### src/rtl/rwcp_pkg.sv
`timescale 1ns / 1ps

package rwcp_pkg;

    localparam int DATA_W      = 144;
    localparam int QUEUE_DEPTH = 4;
    localparam int PTR_W       = 2;
    localparam int CNT_W       = 3;

    localparam logic [31:0] TAG_RIFF = 32'h5249_4646;
    localparam logic [31:0] TAG_WAVE = 32'h5741_5645;
    localparam logic [31:0] TAG_FMT  = 32'h666D_7420;
    localparam logic [31:0] TAG_DATA = 32'h6461_7461;

    localparam int FMT_MIN  = 16;
    localparam int FILE_HDR = 12;

    localparam logic [3:0] FMT_LAST_OFF  = 4'd15;
    localparam logic [3:0] HDR_LAST_POS  = 4'd11;
    localparam logic [3:0] SEEN_MAX      = 4'd13;

    localparam logic       KIND_PAYLOAD = 1'b0;
    localparam logic       KIND_REPORT  = 1'b1;

    localparam logic [1:0] ST_OK         = 2'd0;
    localparam logic [1:0] ST_BAD_HEADER = 2'd1;
    localparam logic [1:0] ST_NO_FMT     = 2'd2;
    localparam logic [1:0] ST_NO_DATA    = 2'd3;

    typedef enum logic [3:0] {
        PH_FILE = 4'b0001,
        PH_HDR  = 4'b0010,
        PH_BODY = 4'b0100,
        PH_PAD  = 4'b1000
    } phase_t;

    typedef struct packed {
        logic              last;
        logic              user;
        logic [DATA_W-1:0] data;
    } word_t;

    typedef struct packed {
        logic  pay_valid;
        word_t pay;
        logic  rpt_valid;
        word_t rpt;
    } push_t;

endpackage

### src/rtl/rwcp_parser.sv
`timescale 1ns / 1ps

module rwcp_parser #(
    parameter int SIZE_BITS = 32
) (
    input  logic               clk,
    input  logic               rst_n,
    input  logic               accept,
    input  logic [7:0]         file_byte,
    input  logic               end_of_file,
    output rwcp_pkg::push_t    push
);

    localparam logic [SIZE_BITS-1:0] FMT_MIN_S = SIZE_BITS'(rwcp_pkg::FMT_MIN);
    localparam logic [SIZE_BITS-1:0] ONE_S     = SIZE_BITS'(1);

    logic [3:0]            bytes_seen_reg,  bytes_seen_next;
    logic                  header_good_reg, header_good_next;
    rwcp_pkg::phase_t      phase_reg,       phase_next;
    logic [2:0]            hdr_index_reg,   hdr_index_next;
    logic [31:0]           id_reg,          id_next;
    logic [SIZE_BITS-1:0]  size_reg,        size_next;
    logic [SIZE_BITS-1:0]  remain_reg,      remain_next;
    logic                  pad_reg,         pad_next;
    logic                  fmt_ok_reg,      fmt_ok_next;
    logic                  is_data_reg,     is_data_next;
    logic [4:0]            body_cnt_reg,    body_cnt_next;
    logic [15:0]           tag_reg,         tag_next;
    logic [15:0]           chans_reg,       chans_next;
    logic [31:0]           rate_reg,        rate_next;
    logic [31:0]           brate_reg,       brate_next;
    logic [15:0]           align_reg,       align_next;
    logic [15:0]           bits_reg,        bits_next;
    logic                  have_fmt_reg,    have_fmt_next;
    logic                  have_data_reg,   have_data_next;

    logic [7:0]            staging [15];
    logic                  stage_we;
    logic [1:0]            tag_sel;
    logic [31:0]           tag_word;
    logic [7:0]            tag_byte;
    logic [1:0]            status;

    always_comb
    begin
        bytes_seen_next  = bytes_seen_reg;
        header_good_next = header_good_reg;
        phase_next       = phase_reg;
        hdr_index_next   = hdr_index_reg;
        id_next          = id_reg;
        size_next        = size_reg;
        remain_next      = remain_reg;
        pad_next         = pad_reg;
        fmt_ok_next      = fmt_ok_reg;
        is_data_next     = is_data_reg;
        body_cnt_next    = body_cnt_reg;
        tag_next         = tag_reg;
        chans_next       = chans_reg;
        rate_next        = rate_reg;
        brate_next       = brate_reg;
        align_next       = align_reg;
        bits_next        = bits_reg;
        have_fmt_next    = have_fmt_reg;
        have_data_next   = have_data_reg;
        stage_we         = 1'b0;
        status           = rwcp_pkg::ST_OK;
        push             = '0;

        tag_sel  = 2'd3 - bytes_seen_reg[1:0];
        tag_word = (bytes_seen_reg < 4'd4) ? rwcp_pkg::TAG_RIFF : rwcp_pkg::TAG_WAVE;
        tag_byte = tag_word[{tag_sel, 3'b000} +: 8];

        case (phase_reg)
            rwcp_pkg::PH_FILE:
            begin
                if ((bytes_seen_reg < 4'd4) || (bytes_seen_reg >= 4'd8))
                begin
                    if (tag_byte != file_byte)
                    begin
                        header_good_next = 1'b0;
                    end
                end
                if (bytes_seen_reg == rwcp_pkg::HDR_LAST_POS)
                begin
                    phase_next     = rwcp_pkg::PH_HDR;
                    hdr_index_next = 3'd0;
                end
            end
            rwcp_pkg::PH_HDR:
            begin
                if (!hdr_index_reg[2])
                begin
                    id_next = {id_reg[23:0], file_byte};
                    if (hdr_index_reg == 3'd0)
                    begin
                        size_next = '0;
                    end
                end
                else
                begin
                    size_next = size_reg |
                        SIZE_BITS'(32'(file_byte) << {hdr_index_reg[1:0], 3'b000});
                end
                hdr_index_next = hdr_index_reg + 3'd1;
                if (hdr_index_reg == 3'd7)
                begin
                    remain_next   = size_next;
                    pad_next      = size_next[0];
                    is_data_next  = (id_reg == rwcp_pkg::TAG_DATA);
                    fmt_ok_next   = (id_reg == rwcp_pkg::TAG_FMT) && (size_next >= FMT_MIN_S);
                    body_cnt_next = 5'd0;
                    if (id_reg == rwcp_pkg::TAG_DATA)
                    begin
                        have_data_next = 1'b1;
                    end
                    phase_next = (size_next == '0) ? rwcp_pkg::PH_HDR : rwcp_pkg::PH_BODY;
                end
            end
            rwcp_pkg::PH_BODY:
            begin
                if (fmt_ok_reg && !body_cnt_reg[4])
                begin
                    stage_we = 1'b1;
                    if (body_cnt_reg[3:0] == rwcp_pkg::FMT_LAST_OFF)
                    begin
                        tag_next      = {staging[1], staging[0]};
                        chans_next    = {staging[3], staging[2]};
                        rate_next     = {staging[7], staging[6], staging[5], staging[4]};
                        brate_next    = {staging[11], staging[10], staging[9], staging[8]};
                        align_next    = {staging[13], staging[12]};
                        bits_next     = {file_byte, staging[14]};
                        have_fmt_next = 1'b1;
                    end
                end
                else if (is_data_reg && header_good_reg)
                begin
                    push.pay_valid      = accept;
                    push.pay.last       = rwcp_pkg::KIND_PAYLOAD;
                    push.pay.user       = (body_cnt_reg == 5'd0);
                    push.pay.data[7:0]  = file_byte;
                end
                if (!body_cnt_reg[4])
                begin
                    body_cnt_next = body_cnt_reg + 5'd1;
                end
                remain_next = remain_reg - ONE_S;
                if (remain_reg == ONE_S)
                begin
                    phase_next     = pad_reg ? rwcp_pkg::PH_PAD : rwcp_pkg::PH_HDR;
                    hdr_index_next = 3'd0;
                end
            end
            rwcp_pkg::PH_PAD:
            begin
                phase_next     = rwcp_pkg::PH_HDR;
                hdr_index_next = 3'd0;
            end
            default:
            begin
                phase_next = rwcp_pkg::PH_FILE;
            end
        endcase

        if (bytes_seen_reg != rwcp_pkg::SEEN_MAX)
        begin
            bytes_seen_next = bytes_seen_reg + 4'd1;
        end

        if (end_of_file)
        begin
            if (!header_good_next || (bytes_seen_next <= 4'(rwcp_pkg::FILE_HDR)))
            begin
                status = rwcp_pkg::ST_BAD_HEADER;
            end
            else if (!have_fmt_next)
            begin
                status = rwcp_pkg::ST_NO_FMT;
            end
            else if (!have_data_next)
            begin
                status = rwcp_pkg::ST_NO_DATA;
            end
            else
            begin
                status = rwcp_pkg::ST_OK;
            end
            push.rpt_valid = accept;
            push.rpt.last  = rwcp_pkg::KIND_REPORT;
            push.rpt.user  = 1'b0;
            if (status != rwcp_pkg::ST_BAD_HEADER)
            begin
                push.rpt.data[23:8]    = tag_next;
                push.rpt.data[39:24]   = chans_next;
                push.rpt.data[71:40]   = rate_next;
                push.rpt.data[103:72]  = brate_next;
                push.rpt.data[119:104] = align_next;
                push.rpt.data[135:120] = bits_next;
            end
            push.rpt.data[137:136] = status;

            bytes_seen_next  = 4'd0;
            header_good_next = 1'b1;
            phase_next       = rwcp_pkg::PH_FILE;
            hdr_index_next   = 3'd0;
            id_next          = '0;
            size_next        = '0;
            remain_next      = '0;
            pad_next         = 1'b0;
            fmt_ok_next      = 1'b0;
            is_data_next     = 1'b0;
            body_cnt_next    = 5'd0;
            tag_next         = '0;
            chans_next       = '0;
            rate_next        = '0;
            brate_next       = '0;
            align_next       = '0;
            bits_next        = '0;
            have_fmt_next    = 1'b0;
            have_data_next   = 1'b0;
        end
    end

    always_ff @(posedge clk)
    begin
        if (accept && stage_we && (body_cnt_reg[3:0] != rwcp_pkg::FMT_LAST_OFF))
        begin
            staging[body_cnt_reg[3:0]] <= file_byte;
        end
    end

    always_ff @(posedge clk or negedge rst_n)
    begin
        if (!rst_n)
        begin
            bytes_seen_reg  <= 4'd0;
            header_good_reg <= 1'b1;
            phase_reg       <= rwcp_pkg::PH_FILE;
            hdr_index_reg   <= 3'd0;
            id_reg          <= '0;
            size_reg        <= '0;
            remain_reg      <= '0;
            pad_reg         <= 1'b0;
            fmt_ok_reg      <= 1'b0;
            is_data_reg     <= 1'b0;
            body_cnt_reg    <= 5'd0;
            tag_reg         <= '0;
            chans_reg       <= '0;
            rate_reg        <= '0;
            brate_reg       <= '0;
            align_reg       <= '0;
            bits_reg        <= '0;
            have_fmt_reg    <= 1'b0;
            have_data_reg   <= 1'b0;
        end
        else if (accept)
        begin
            bytes_seen_reg  <= bytes_seen_next;
            header_good_reg <= header_good_next;
            phase_reg       <= phase_next;
            hdr_index_reg   <= hdr_index_next;
            id_reg          <= id_next;
            size_reg        <= size_next;
            remain_reg      <= remain_next;
            pad_reg         <= pad_next;
            fmt_ok_reg      <= fmt_ok_next;
            is_data_reg     <= is_data_next;
            body_cnt_reg    <= body_cnt_next;
            tag_reg         <= tag_next;
            chans_reg       <= chans_next;
            rate_reg        <= rate_next;
            brate_reg       <= brate_next;
            align_reg       <= align_next;
            bits_reg        <= bits_next;
            have_fmt_reg    <= have_fmt_next;
            have_data_reg   <= have_data_next;
        end
    end

endmodule

### src/rtl/rwcp_out_queue.sv
`timescale 1ns / 1ps

module rwcp_out_queue (
    input  logic                         clk,
    input  logic                         rst_n,
    input  rwcp_pkg::push_t              push,
    output logic                         room,
    output logic                         m_tvalid,
    input  logic                         m_tready,
    output logic [rwcp_pkg::DATA_W-1:0]  m_tdata,
    output logic                         m_tlast,
    output logic                         m_tuser
);

    rwcp_pkg::word_t                 mem [rwcp_pkg::QUEUE_DEPTH];
    logic [rwcp_pkg::PTR_W-1:0]      wr_ptr_reg, wr_ptr_next;
    logic [rwcp_pkg::PTR_W-1:0]      rd_ptr_reg, rd_ptr_next;
    logic [rwcp_pkg::CNT_W-1:0]      count_reg,  count_next;
    logic [rwcp_pkg::PTR_W-1:0]      rpt_ptr;
    logic                            pop;

    assign m_tvalid = (count_reg != '0);
    assign pop      = m_tvalid && m_tready;
    assign room     = (count_reg <= rwcp_pkg::CNT_W'(rwcp_pkg::QUEUE_DEPTH - 2));
    assign rpt_ptr  = wr_ptr_reg + rwcp_pkg::PTR_W'(push.pay_valid);

    assign m_tdata  = mem[rd_ptr_reg].data;
    assign m_tlast  = mem[rd_ptr_reg].last;
    assign m_tuser  = mem[rd_ptr_reg].user;

    always_comb
    begin
        wr_ptr_next = wr_ptr_reg + rwcp_pkg::PTR_W'(push.pay_valid)
                                 + rwcp_pkg::PTR_W'(push.rpt_valid);
        rd_ptr_next = rd_ptr_reg + rwcp_pkg::PTR_W'(pop);
        count_next  = count_reg + rwcp_pkg::CNT_W'(push.pay_valid)
                                + rwcp_pkg::CNT_W'(push.rpt_valid)
                                - rwcp_pkg::CNT_W'(pop);
    end

    always_ff @(posedge clk)
    begin
        if (push.pay_valid)
        begin
            mem[wr_ptr_reg] <= push.pay;
        end
        if (push.rpt_valid)
        begin
            mem[rpt_ptr] <= push.rpt;
        end
    end

    always_ff @(posedge clk or negedge rst_n)
    begin
        if (!rst_n)
        begin
            wr_ptr_reg <= '0;
            rd_ptr_reg <= '0;
            count_reg  <= '0;
        end
        else
        begin
            wr_ptr_reg <= wr_ptr_next;
            rd_ptr_reg <= rd_ptr_next;
            count_reg  <= count_next;
        end
    end

    a_count_bound: assert property (@(posedge clk) disable iff (!rst_n)
        count_reg <= rwcp_pkg::CNT_W'(rwcp_pkg::QUEUE_DEPTH))
        else $error("output queue overflow");

    a_push_room: assert property (@(posedge clk) disable iff (!rst_n)
        (push.pay_valid || push.rpt_valid) |-> room)
        else $error("word pushed without room");

    a_report_last: assert property (@(posedge clk) disable iff (!rst_n)
        push.rpt_valid |-> (push.rpt.last && !push.rpt.user))
        else $error("report word not marked last");

    a_count_track: assert property (@(posedge clk) disable iff (!rst_n)
        (push.pay_valid && push.rpt_valid && !pop) |=> (count_reg == $past(count_reg) + 3'd2))
        else $error("queue count lost a word");

endmodule

### src/rtl/riff_wave_chunk_parser.sv
`timescale 1ns / 1ps

// riff/wave chunk parser
// slave side takes one file byte per word, tlast on the final byte of the file
// master side gives data chunk payload bytes (tlast low, tuser marks the first
// byte of each data chunk) and one end-of-file report word with tlast high,
// carrying the captured fmt fields and a status code
// with the output queue empty, a word appears on the master side in the
// cycle after its byte is taken
// throughput: one byte per cycle while s_tready is high; a byte that yields both a
// payload word and the report fills two slots of the four-word output queue
// s_tready stays high while at most two words wait, so a stalled receiver lets
// the block keep taking bytes until the queue holds three or four words
// reset clears the parser to the start of a file and empties the queue;
// s_tready is high while the queue is empty, so also right after reset
// after each report the parser returns to the start of a file by itself
// chunk sizes are taken modulo 2^SIZE_BITS

module riff_wave_chunk_parser #(
    parameter int SIZE_BITS = 32
) (
    input  logic         clk,
    input  logic         rst_n,
    input  logic         s_tvalid,
    output logic         s_tready,
    input  logic [7:0]   s_tdata,    // file_byte
    input  logic         s_tlast,
    output logic         m_tvalid,
    input  logic         m_tready,
    output logic [143:0] m_tdata,    // payload_byte, format_tag, channel_count, sample_rate,
                                     // byte_rate, block_align, sample_bits, status, zero fill
    output logic         m_tlast,
    output logic         m_tuser     // chunk_start
);

    rwcp_pkg::push_t push;
    logic            room;
    logic            accept;

    assign s_tready = room;
    assign accept   = s_tvalid && room;

    rwcp_parser #(
        .SIZE_BITS (SIZE_BITS)
    ) u_parser (
        .clk         (clk),
        .rst_n       (rst_n),
        .accept      (accept),
        .file_byte   (s_tdata),
        .end_of_file (s_tlast),
        .push        (push)
    );

    rwcp_out_queue u_out_queue (
        .clk      (clk),
        .rst_n    (rst_n),
        .push     (push),
        .room     (room),
        .m_tvalid (m_tvalid),
        .m_tready (m_tready),
        .m_tdata  (m_tdata),
        .m_tlast  (m_tlast),
        .m_tuser  (m_tuser)
    );

endmodule

### config.mk
export PLATFORM = sky130hd
export DESIGN_NAME = riff_wave_chunk_parser
export DESIGN_NICKNAME = d
export VERILOG_FILES = /design/src/rtl/rwcp_pkg.sv /design/src/rtl/rwcp_parser.sv /design/src/rtl/rwcp_out_queue.sv /design/src/rtl/riff_wave_chunk_parser.sv
export SDC_FILE = /design/constraint.sdc
export NUM_CORES = 1
export LEC_CHECK = 0
export BUFFER_PORTS_ARGS = -buffer_cell sky130_fd_sc_hd__clkbuf_2
export CAP_MARGIN = 40
export CORE_ASPECT_RATIO = 0.6
export CORE_MARGIN = 4
export CORE_UTILIZATION = 30
export CTS_CLUSTER_DIAMETER = 50
export CTS_CLUSTER_SIZE = 30
export DETAILED_ROUTE_END_ITERATION = 8
export PLACE_DENSITY_LB_ADDON = 0.08
export SYNTH_ARGS = -nofsm -noshare
export SYNTH_HDL_FRONTEND = slang
export SYNTH_SLANG_ARGS = --single-unit
### constraint.sdc
create_clock -name clk -period 7.8 [get_ports clk]
set_input_delay 0 -clock clk [delete_from_list [all_inputs] [get_ports clk]]
set_output_delay 0 -clock clk [all_outputs]
set_load 0.02 [all_outputs]
# After elaboration in Yosys (flattened, before gate mapping)

Memories as Yosys holds them, arrays and structs flattened.
Index checks and enable logic that the tools add are counted.

Bits in writable memories: 680
Register bits: 253
Logic and storage cells: 184
Memories: 2

Bitwise gates (word level): 1
Shifts and indexed selects: 2
Multiplexer cells: 95
Eq/ne operators: 19
Add/subtract/negate cells: 11
Magnitude comparators: 5
Reduce and logical (&&, ||, !) cells: 26

Memories:

| name             | depth | width | read ports | clocked after Yosys merged registers in | wr ports | line                 | source |
|---|---|---|---|---|---|---|---|
| u_out_queue.mem  | 4     | 140   | 1          | 0                                       | 2        | rwcp_out_queue.sv:15 | `rwcp_pkg::word_t mem [rwcp_pkg::QUEUE_DEPTH];` |
| u_parser.staging | 15    | 8     | 15         | 0                                       | 1        | rwcp_parser.sv:37    | `logic [7:0] staging [15];` |

Operator list:

| kind                                                               | count |
|---|---|
| two-way mux 32 bit                                                 | 18 |
| two-way mux 16 bit                                                 | 16 |
| two-way mux 130 bit                                                | 1 |
| two-way mux 128 bit                                                | 1 |
| equality test 32 x 31 -> 1 bit, second input constant              | 2 |
| one-hot mux 32 bit (2 select lines)                                | 1 |
| equality test 32 x 1 -> 1 bit, second input constant               | 1 |
| greater-or-equal comparator 32 x 5 -> 1 bit, second input constant | 1 |
| zero test 32 bit                                                   | 1 |
| bitwise OR 32 bit                                                  | 1 |
| variable part select 32 x 6 -> 8 bit                               | 1 |
| left shift 8 x 5 -> 32 bit                                         | 1 |
| subtractor 32 x 1 -> 32 bit, second input constant                 | 1 |
| two-way mux 1 bit                                                  | 29 |
| two-way mux 4 bit                                                  | 7 |
| two-way mux 27 bit                                                 | 1 |
| two-way mux 3 bit                                                  | 8 |
| two-way mux 8 bit                                                  | 3 |
| one-hot mux 4 bit (4 select lines)                                 | 1 |
| two-way mux 5 bit                                                  | 3 |
| equality test 4 bit, second input constant                         | 3 |
| one-hot mux 3 bit (4 select lines)                                 | 1 |
| AND reduction 4 bit                                                | 3 |
| one-hot mux 5 bit (2 select lines)                                 | 1 |
| other kinds (32)                                                   | 53 |

# Depth between registers and ports, before layout

Gate-level depths: netlist of run 1.

Depth after elaboration: 14
Mapped depth: 13
Depth with buffers taken out: 10

# Hierarchy

Synthesis of run 1 repeated with hierarchy kept, for this count alone.

Cell total of the unflattened synthesis: 3,317
Area total of the unflattened synthesis: 47,865.9 µm²

Modules (own cells, without submodules):

| module                 | area an instance (µm²) | seq. area each (µm²) | times used | cells each |
|---|---|---|---|---|
| rwcp_out_queue         | 29,067.9               | 17,712.0             | 1          | 1,450 |
| rwcp_parser            | 18,791.8               | 9,761.9              | 1          | 1,866 |
| riff_wave_chunk_parser | 6.3                    | 0.0                  | 1          | 1 |

# Worst setup path after synthesis of run 1

No wires, ideal clock.

Path type: flip-flop to flip-flop
From: reg u_parser.phase_reg[0]
To: mem u_out_queue.mem[1][100] (netlist bit), enable pin
Setup slack: 2,082 ps
Cell stages (with the launch flop): 11
Arrival time: 5,205 ps
Period minus slack after synthesis: 5,718 ps
Library setup time: 514 ps
Cell sequence: dfstp_2 buf_2 nor4b_2 and4_1 clkbuf_1 nand2_1 inv_1 ha_1 xnor2_1 and3_1 nand2b_1

RTL lines:

| element                  | line                 | source |
|---|---|---|
| start: declaration       | rwcp_parser.sv:19    | `rwcp_pkg::phase_t phase_reg, phase_next;` |
| start signal: assignment | rwcp_parser.sv:237   | `phase_reg <= rwcp_pkg::PH_FILE;` |
| start signal: assignment | rwcp_parser.sv:259   | `phase_reg <= phase_next;` |
| end: declaration         | rwcp_out_queue.sv:15 |  |

==> results.tsv, run 1 <==
metric	value	unit
post-synthesis area per instance	13.2	um2
Synth Flop Type	edfxtp_1	
setup tns final	0	ns
gr ovfl total	0	
status	finished, final reports clean	
DIE AREA	142000	um2
gr usage total	17.7	%
total power	0.0147	W
DP Area	43600	um2
worst slew pin tran	0.999	ns
clock slew at reported path FFs	0.07	ns
via count	26540	
RSZ-0062 raised after global routing	false	
quantity of gates resized following cts	0	
WL final	127	mm
initial antenna violation count	11	
CP Capture Type	flop	
drt first pass iters	5	
post-synth top area cell	edfxtp_1	
cell count after synthesis	3091	
first-pass GRT wire length	187	mm
achievable clock frequency	199	MHz
Ys Warns	0	
Initial DRC Count	2284	
Num CTS Buffers	98	
register bit count reported by yosys	933	
beginning of the worst hold path	s_tdata[3]	
pin count of the biggest net entering global routing	147	
post-synthesis cell type count	82	
Final Max Tran Viols	0	
Synth async-reset ratio	27.1	%
deepest clock path buffer count	3	
average vias per placed instance	5.20	
r2r startpoint	u_parser.phase_reg[1]	
R2R cell count	9	
Rows	104	
IO buf count	154	
CTS Hold Buffers Added	13	
residual DRC count	0	
worst-path maximum fanout	34	
Area growth syn-to-layout	16.5	%
final setup fails	0	
final hold violation count	0	
Ports	161	
clock latency on the worst-skew pair	0.70	ns
ranking of synthesized cells by area	edfxtp_1 (48%), dfrtp_1 (15%), mux4_2 (7.8%), nor2_1 (5.4%), mux2i_1 (3.2%)	
max FFs per register	560	
Root Driver	clkbuf_16	
GPL Wtd Cong	0.789	
fin crit period	5.03	ns
RR Endpoint	u_out_queue.mem[1][105]	
Biggest register	u_out_queue.mem	
chip height	293	um
Hold Path Class	in -> reg	
startpoint types	flop	
H-tree Lvls	3	
number of flops mapped to enable cells by yosys	644	
register area share after synthesis	64.9	%
Clock Skew	0.0330	ns
CORE AREA	134000	um2
P_leak	16.8	nW
Worst Path Class, Setup	reg -> reg	
Hold Slack	0.0595	ns
share of post-route cells with drive strength above 1	18.3	%
antenna-violating nets left	0	
hold path depth	2	
Routed WL per cell	25.0	um
via count of the first global-routing pass	26503	
r2r setup slk	2.77	ns
top cell type's share of synthesized area	47.6	%
max_slew headroom	33.4	%
detailed-placement wirelength estimate	73.9	mm
fin crit share	64.5	%
Die Width	483	um
Max Cap Violations	0	
Max VDD drop	0.150	mV
initial core utilization	30.3	%
critical path required time	8.10	ns
Synth Cell Area	40700	um2
post-CTS setup buffer count	0	
pwr/cell area	310	nW/um2
Final nets	3242	
Hold Path Sink	u_parser.staging[14][3]	
clock sink total	933	
Finished Cell Area	47400	um2
crit path DAT	5.34	ns
CTS tree	done	
[power breakdown]
part | leakage [nW] | internal [W] | switching (W)
Clock | 1.73 | 0.00284 | 0.00233
Sequential | 9.69 | 0.00552 | 0.000230
Combinational | 5.43 | 0.00138 | 0.00240
Total | 16.8 | 0.00975 | 0.00496
[cell type report]
cell class                 count  area (um2)
antenna                        6        15.0
tap                         1802        2250
clock buffer                 107        2560
clock inverter                79        1030
fill                       13084       86900
sequential                   933       26400
multi-input combinational   1899       13000
timing repair buffer         254        1990
inverter                      25        93.8
[critical path, stage by stage (launching register included)]
cell and delay, ns:
dfrtp_1 0.48, nor4b_4 0.31, and4_1 0.82, nand2_1 0.32, inv_1 0.20, ha_1 0.23, xnor2_1 0.22, and3_1 0.70
nand2b_4 0.62, buf_4 0.62
[worst max-delay path by stage]
stage,to,cells after the start,slack [ns],startpoint
2_1_floorplan,u_out_queue.mem[1][100],10,2.08,u_parser.phase_reg[0]
3_3_place_gp,u_out_queue.mem[0][70],8,2.69,u_parser.phase_reg[1]
3_5_place_dp,u_out_queue.mem[1][101],9,2.74,u_parser.phase_reg[1]
4_1_cts,u_out_queue.mem[1][105],9,2.68,u_parser.phase_reg[1]
5_1_grt,u_out_queue.mem[1][105],9,2.38,u_parser.phase_reg[2]
6_report,u_out_queue.mem[1][105],9,2.77,u_parser.phase_reg[1]
[per-layer routing]
metal | global-route usage [%] | vias up | wire length [um]
met5 | 0 | - | 0
met4 | 4.21 | 0 | 2420
met3 | 3.02 | 140 | 7230
met2 | 26.8 | 854 | 56500
met1 | 26.6 | 13832 | 61200
li1 | - | 11714 | -
[placed cells by master (no fill, tap or decap), types with 16 or more instances in the layout]
| cell | synthesis | final |
|---|---|---|
| a21oi_1 | 67 | 67 |
| a221oi_1 | 32 | 32 |
| a22o_1 | 39 | 39 |
| a22oi_1 | 128 | 128 |
| buf_4 | 17 | 58 |
| clkbuf_16 | 0 | 101 |
| clkbuf_2 | 0 | 152 |
| dfrtp_1 | 251 | 249 |
| dfxtp_1 | 36 | 36 |
| edfxtp_1 | 644 | 644 |
| ha_1 | 16 | 16 |
| inv_1 | 25 | 25 |
| mux2i_1 | 128 | 128 |
| mux4_2 | 140 | 140 |
| nand2_1 | 254 | 254 |
| nand3_1 | 34 | 34 |
| nor2_1 | 581 | 580 |
| nor2b_1 | 42 | 42 |
| nor3_1 | 26 | 21 |
| o21ai_0 | 222 | 221 |
[kinds of logic (layout without fill, tap and decap cells)]
kind of cell | count (synthesis) | count (layout) | share of synthesized area (%)
and+or+nand+nor | 1047 | 1047 | 11.2
DFF | 933 | 933 | 64.9
AOI/OAI and AO/OA | 549 | 549 | 8.62
muxes | 270 | 270 | 11.0
buffers and inverters | 264 | 465 | 3.53
adders and majority gates | 19 | 19 | 0.615
xor gates and xnor gates | 8 | 8 | 0.172
other | 1 | 12 | 0.00922
[stage by stage]
step | std cells | setup slack (ns) | utilization [%]
after floorplan | 3096 | 2.08 | -
after global placement | 4870 | 2.69 | 32.1
after detailed placement | 4899 | 2.74 | 32.5
after CTS | 5098 | 2.68 | 35.3
after global routing | 5101 | 2.38 | 35.3
final | 5105 | 2.77 | 35.3
[synth_stat cells, types with 11 or more instances]
cell type,instances
edfxtp_1,644
nor2_1,581
nand2_1,254
dfrtp_1,251
o21ai_0,222
mux4_2,140
a22oi_1,128
mux2i_1,128
clkbuf_1,124
a21oi_1,67
buf_6,45
nor2b_1,42
a22o_1,39
dfxtp_1,36
nand3_1,34
buf_2,33
a221oi_1,32
nor3_1,26
inv_1,25
buf_1,20
buf_4,17
ha_1,16
a31oi_1,15
and2_1,14
nand4_1,14
nand2b_1,11
nor4_1,11
No activity file was read; power rests on OpenSTA's default activity.
==> run 2, diff against run 1 <==
Clock period 7.8 ns to 4.1 ns, I/O delays scaled along.
==> run 2 against run 1 <==
  * Worst hold slack worse by 0.030 ns
  * Power up 83%
  * First-iteration DRC count down 7.8%
  * Critical path depth down 1
  * Sequential cell count unchanged
  * Non-clock buffer count up 27
  * Critical endpoint is now u_out_queue.mem[2][100]
  * Cell count up 0.16%
  * Global-route usage down 0.52 points
  * Maximum frequency up 44%
==> results.tsv, run 2 (synthesis results as in run 1) <==
metric	value	unit	change
status	finished, final reports clean		
CP Cell Sequence	nor4b_4 -> and4_1 -> nand2_1 -> inv_1 -> ha_1 -> nor3_2 -> nand2b_4 -> buf_12		
final std cells w/o fill	5113		+0.16%
critical path required time	4.44	ns	-3.66 ns
residual DRC count	0		unchanged
net switching power	0.00903	W	+82%
total power	0.0269	W	+83%
Root Driver	clkbuf_16		
max FFs per register	560		unchanged
Final nets	3262		+0.62%
fin crit period	3.50	ns	-1.53 ns
clock share of power	34.3	%	-0.9 points
via count	26063		-1.8%
worst-path maximum fanout	61		+79%
Seq pwr share	40.4	%	+1.3 points
crit path DAT	3.84	ns	-1.50 ns
fin crit share	85.5	%	+21 points
DIE AREA	142000	um2	unchanged
CP delay by family, top	simple AND/OR/NAND/NOR gates		
gr ovfl total	0		unchanged
pwr/cell area	570	nW/um2	+83%
first-pass GRT wire length	184	mm	-1.8%
stages on the worst setup path	8		-1
share of post-route cells with drive strength above 1	18.6	%	+0.29 points
Pint	0.0179	W	+84%
Die Width	483	um	unchanged
drt first pass iters	5		unchanged
average vias per placed instance	5.10		-2.0%
R2R cell count	8		-1
hold path depth	1		-1
CP Capture Type	flop		
Num CTS Buffers	91		-7.1%
Buf/Inv on CP	2		unchanged
Initial DRC Count	2106		-7.8%
gr usage total	17.2	%	-0.52 points
worst slew pin tran	0.871	ns	-0.128 ns
Comb power frac	25.3	%	-0.4 points
CP max-delay cell	nor3_2		
r2r setup slk	0.60	ns	-2.17 ns
chip height	293	um	unchanged
Switching Fraction	33.5	%	-0.21 points
Biggest register	u_out_queue.mem		
Critical Path Max Stage Delay	0.50	ns	-0.32 ns
initial antenna violation count	5		-6
Final Max Tran Viols	0		unchanged
P_leak	16.8	nW	-0.11%
clock latency on the worst-skew pair	0.72	ns	+0.02 ns
Area growth syn-to-layout	16.3	%	
Max Cap Violations	0		unchanged
commonest non-fill, non-tap cell in the layout	edfxtp_1		
clock slew at reported path FFs	0.08	ns	about the same
final hold violation count	0		unchanged
Rows	104		unchanged
Hold Path Class	in -> reg		
most frequent cells in the layout	edfxtp_1 (644), nor2_1 (580), nand2_1 (254), dfrtp_1 (249), o21ai_0 (221)		
Worst Path Class, Setup	reg -> reg		
quantity of gates resized following cts	0		unchanged
pin count of the biggest net entering global routing	97		-34%
setup tns final	0	ns	unchanged
Routed WL per cell	24.0	um	-4.0%
final setup fails	0		unchanged
antenna-violating nets left	0		unchanged
max_slew headroom	41.8	%	+8.4 points
clock sink total	933		unchanged
deepest clock path buffer count	3		unchanged
Inst Count DP	4926		+0.55%
GPL Wtd Cong	0.787		-0.35%
Max VDD drop	0.550	mV	+270%
Finished Cell Area	47300	um2	-0.13%
RSZ-0062 raised after global routing	false		
initial core utilization	30.3	%	unchanged
WL final	123	mm	-3.8%
detailed-placement wirelength estimate	73.0	mm	-1.2%
CORE AREA	134000	um2	unchanged
IO buf count	154		unchanged
Clock Skew	0.0267	ns	-0.00627 ns
Ports	161		unchanged
DP Area	43900	um2	+0.57%
CTS tree	done		
H-tree Lvls	3		unchanged
achievable clock frequency	285	MHz	+44%
via count of the first global-routing pass	26938		+1.6%
startpoint types	flop		
==> run 2: cell types whose count changed in the layout (fill, tap and decap cells not counted), sizes merged <==
cell         delta
bufinv          -3
diode           -5
clkbuf          -7
dlygate4sd3     +1
buf            +26
inv             -4
==> run 2: final cells by class <==
type | instances | area [um2]
well taps | 1802 | 2250
inverters | 25 | 93.8
diodes | 1 | 2.50
clock inverters | 72 | 933
fillers | 13064 | 87000
flip-flops and latches | 933 | 26400
clock buffers | 100 | 2350
multi-input cells | 1899 | 13000
repair buffers | 281 | 2250
==> run 2: per-layer routing <==
metal,part of all wire [%],up-vias,GRT usage [%]
li1,-,11729,-
met1,48,13577,25.0
met2,46,608,27.3
met3,4.2,149,2.74
met4,2.1,0,3.88
met5,0,-,0
==> run 2: repair_timing <==
action	in CTS	in global routing
setup buffers	0	0
endpoints found under the setup margin	0	0
hold endpoints to repair	417	0
hold buffers	14	0
==> run 2: worst paths after layout <==
path	startpoint	endpoint
setup / recovery	u_parser.phase_reg[1]	u_out_queue.mem[2][100]
hold / removal	s_tdata[1]	u_parser.staging[10][1]
max in group asynchronous	rst_n	u_parser.align_reg[0]
min in group asynchronous	rst_n	u_parser.phase_reg[0]
setup reg to reg	u_parser.phase_reg[1]	u_out_queue.mem[2][100]
hold reg to reg	u_out_queue.mem[0][138]	u_out_queue.mem[0][138]
==> run 2: stage by stage <==
stage	hold slack (ns)	setup WS, ns	util (%)
finish	0.0295	0.596	35.2
global route	0.00145	0.375	35.2
CTS	0.0315	0.571	35.2
detailed placement	0.00754	0.579	32.7
global placement	0.00434	0.597	32.6
floorplan	-0.296	0.0262	-
==> run 2: power groups by stage <==
stage / sequential, W / combinational [W] / clock (W)
global placement: 0.0111 / 0.00705 / 0
CTS: 0.0109 / 0.00710 / 0.00951
finish: 0.0109 / 0.00682 / 0.00924
floorplan: 0.0108 / 0.00454 / 0
detailed placement: 0.0111 / 0.00705 / 0
global route: 0.0109 / 0.00738 / 0.00989
==> run 2: worst register-to-register path, delay by kind of cell (launching register included) <==
family                   cells  cell delay, ns
adder cells (fa/ha/maj)      1            0.31
buffers and inverters        2            0.50
flip-flops                   1            0.47
AND/OR/NAND/NOR              5            1.73
==> run 3, diff against run 2 <==
Settings changed: CTS_BUF_LIST from default to sky130_fd_sc_hd__clkbuf_8.
==> run 3 against run 2 <==
  * Non-clock buffer count is 2 higher
  * Largest power group unchanged
  * Cell count hardly changed
  * Final area is 2.2% lower
  * Sequential power is essentially flat
  * Sequential share of layout area rose by 1.3 points
  * Sequential cell count did not move
==> results.tsv, run 3 (synthesis results as in run 1) <==
metric	value	unit	change
Seq pwr share	44.1	%	+3.7 points
Rows	104		unchanged
DIE AREA	142000	um2	unchanged
Hold Slack	0.151	ns	+0.121 ns
gr ovfl total	0		unchanged
net switching power	0.00871	W	-3.5%
pwr/cell area	533	nW/um2	-6.5%
register area	26400	um2	unchanged
final std cells w/o fill	5118		+0.098%
Final Max Tran Viols	0		unchanged
P_leak	16.4	nW	-2.7%
setup tns final	0	ns	unchanged
most frequent cells in the layout	edfxtp_1 (644), nor2_1 (580), nand2_1 (254), dfrtp_1 (249), o21ai_0 (221)		
max FFs per register	560		unchanged
Num CTS Buffers	91		unchanged
met3 Use GR	3.04	%	+0.31 points
CORE AREA	134000	um2	unchanged
Comb power frac	27.7	%	+2.4 points
drt first pass iters	5		unchanged
deepest clock path buffer count	3		unchanged
gr usage total	17.2	%	+0.026 points
r2r setup slk	0.59	ns	about the same
CTS tree	done		
area occupied by multi-input gates	13000	um2	unchanged
fin crit period	3.51	ns	+0.00213 ns
detailed-placement wirelength estimate	73.0	mm	unchanged
commonest non-fill, non-tap cell in the layout	edfxtp_1		
FILL cells	13172		+0.83%
pin count of the biggest net entering global routing	97		unchanged
most used routing layer	met2		
residual DRC count	0		unchanged
Place WS	0.579	ns	unchanged
Switching Fraction	35.4	%	+1.8 points
first-pass GRT wire length	184	mm	+0.10%
crit path DAT	3.96	ns	+0.12 ns
Die Width	483	um	unchanged
Hold Path Class	in -> reg		
WL final	123	mm	+0.30%
met1 track demand over resource	24.9	%	about the same
setup ws final	0.594	ns	-0.00213 ns
Max VDD drop	0.550	mV	+0.12%
CP Capture Type	flop		
Biggest register	u_out_queue.mem		
achievable clock frequency	285	MHz	about the same
clock latency on the worst-skew pair	0.83	ns	+0.11 ns
via count	26058		-0.019%
Routed WL per cell	24.0	um	+0.21%
quantity of gates resized following cts	0		unchanged
critical path required time	4.55	ns	+0.11 ns
post-CTS setup buffer count	0		unchanged
clock slew at reported path FFs	0.09	ns	about the same
worst-path maximum fanout	61		unchanged
Final nets	3264		+0.061%
clock sink total	933		unchanged
status	finished, final reports clean		
IO buf count	154		unchanged
initial core utilization	30.3	%	unchanged
CTS Hold Buffers Added	16		+2
chip height	293	um	unchanged
Clock Skew	0.0376	ns	+0.0109 ns
via count of the first global-routing pass	26967		+0.11%
initial antenna violation count	6		+1
share of post-route cells with drive strength above 1	18.6	%	about the same
Pint	0.0159	W	-11%
grt met2 use	27.3	%	+0.070 points
startpoint types	flop		
GPL Wtd Cong	0.787		unchanged
worst slew pin tran	0.895	ns	+0.0241 ns
max_slew headroom	40.2	%	-1.6 points
final hold violation count	0		unchanged
H-tree Lvls	3		unchanged
average vias per placed instance	5.09		-0.12%
Initial DRC Count	2216		+5.2%
clock share of power	28.1	%	-6.2 points
Inst Count DP	4926		unchanged
final setup fails	0		unchanged
RSZ-0062 raised after global routing	false		
Worst Path Class, Setup	reg -> reg		
Area growth syn-to-layout	13.7	%	
fin crit share	85.5	%	about the same
antenna-violating nets left	0		unchanged
Max Cap Violations	0		unchanged
Root Driver	clkbuf_8		
Ports	161		unchanged
==> run 3: stage by stage <==
stage	utilization [%]	instance area (um2)	power, W
after global placement	32.6	43800	0.0181
after floorplan	-	40700	0.0154
final	34.4	46200	0.0246
after detailed placement	32.7	43900	0.0181
after CTS	34.4	46200	0.0252
after global routing	34.4	46200	0.0259
==> run 3: final cells by class <==
| type | instances | share of cell area (%) |
|---|---|---|
| diodes | 4 | 0.0216 |
| clock buffers | 94 | 2.80 |
| clock inverters | 78 | 1.96 |
| inverters | 25 | 0.203 |
| multi-input cells | 1899 | 28.1 |
| flip-flops and latches | 933 | 57.1 |
| well taps | 1802 | 4.88 |
| repair buffers | 283 | 4.91 |
==> run 3: worst max-delay path, stage by stage (launching register included) <==
cell and delay (ns):
dfrtp_1 0.48, nor4b_4 0.42, and4_1 0.34, nand2_1 0.20, inv_1 0.17, ha_1 0.31
nor3_2 0.50, nand2b_4 0.29, buf_12 0.33
==> run 3: power groups by stage <==
stage,Clock (W),Sequential (W),Combinational [W]
CTS,0.00719,0.0109,0.00711
global route,0.00756,0.0109,0.00738
floorplan,0,0.0108,0.00454
finish,0.00693,0.0109,0.00683
global placement,0,0.0111,0.00705
detailed placement,0,0.0111,0.00705
==> run 3: final timing paths <==
path | start | end | depth (start not counted)
max in group asynchronous | rst_n | u_parser.align_reg[0] | 4
worst max register to register | u_parser.phase_reg[1] | u_out_queue.mem[2][100] | 8
worst min register to register | u_out_queue.mem[3][6] | u_out_queue.mem[3][6] | 2
worst max-delay path | u_parser.phase_reg[1] | u_out_queue.mem[2][100] | 8
min in group asynchronous | rst_n | u_parser.phase_reg[0] | 3
worst min-delay path | m_tready | u_out_queue.rd_ptr_reg[0] | 4
==> run 3: layer usage <==
metal  wire (um)  up-vias
li1            -    11710
met1       59100    13637
met2       56500      570
met3        5060      141
met4        2210        0
met5           0        -
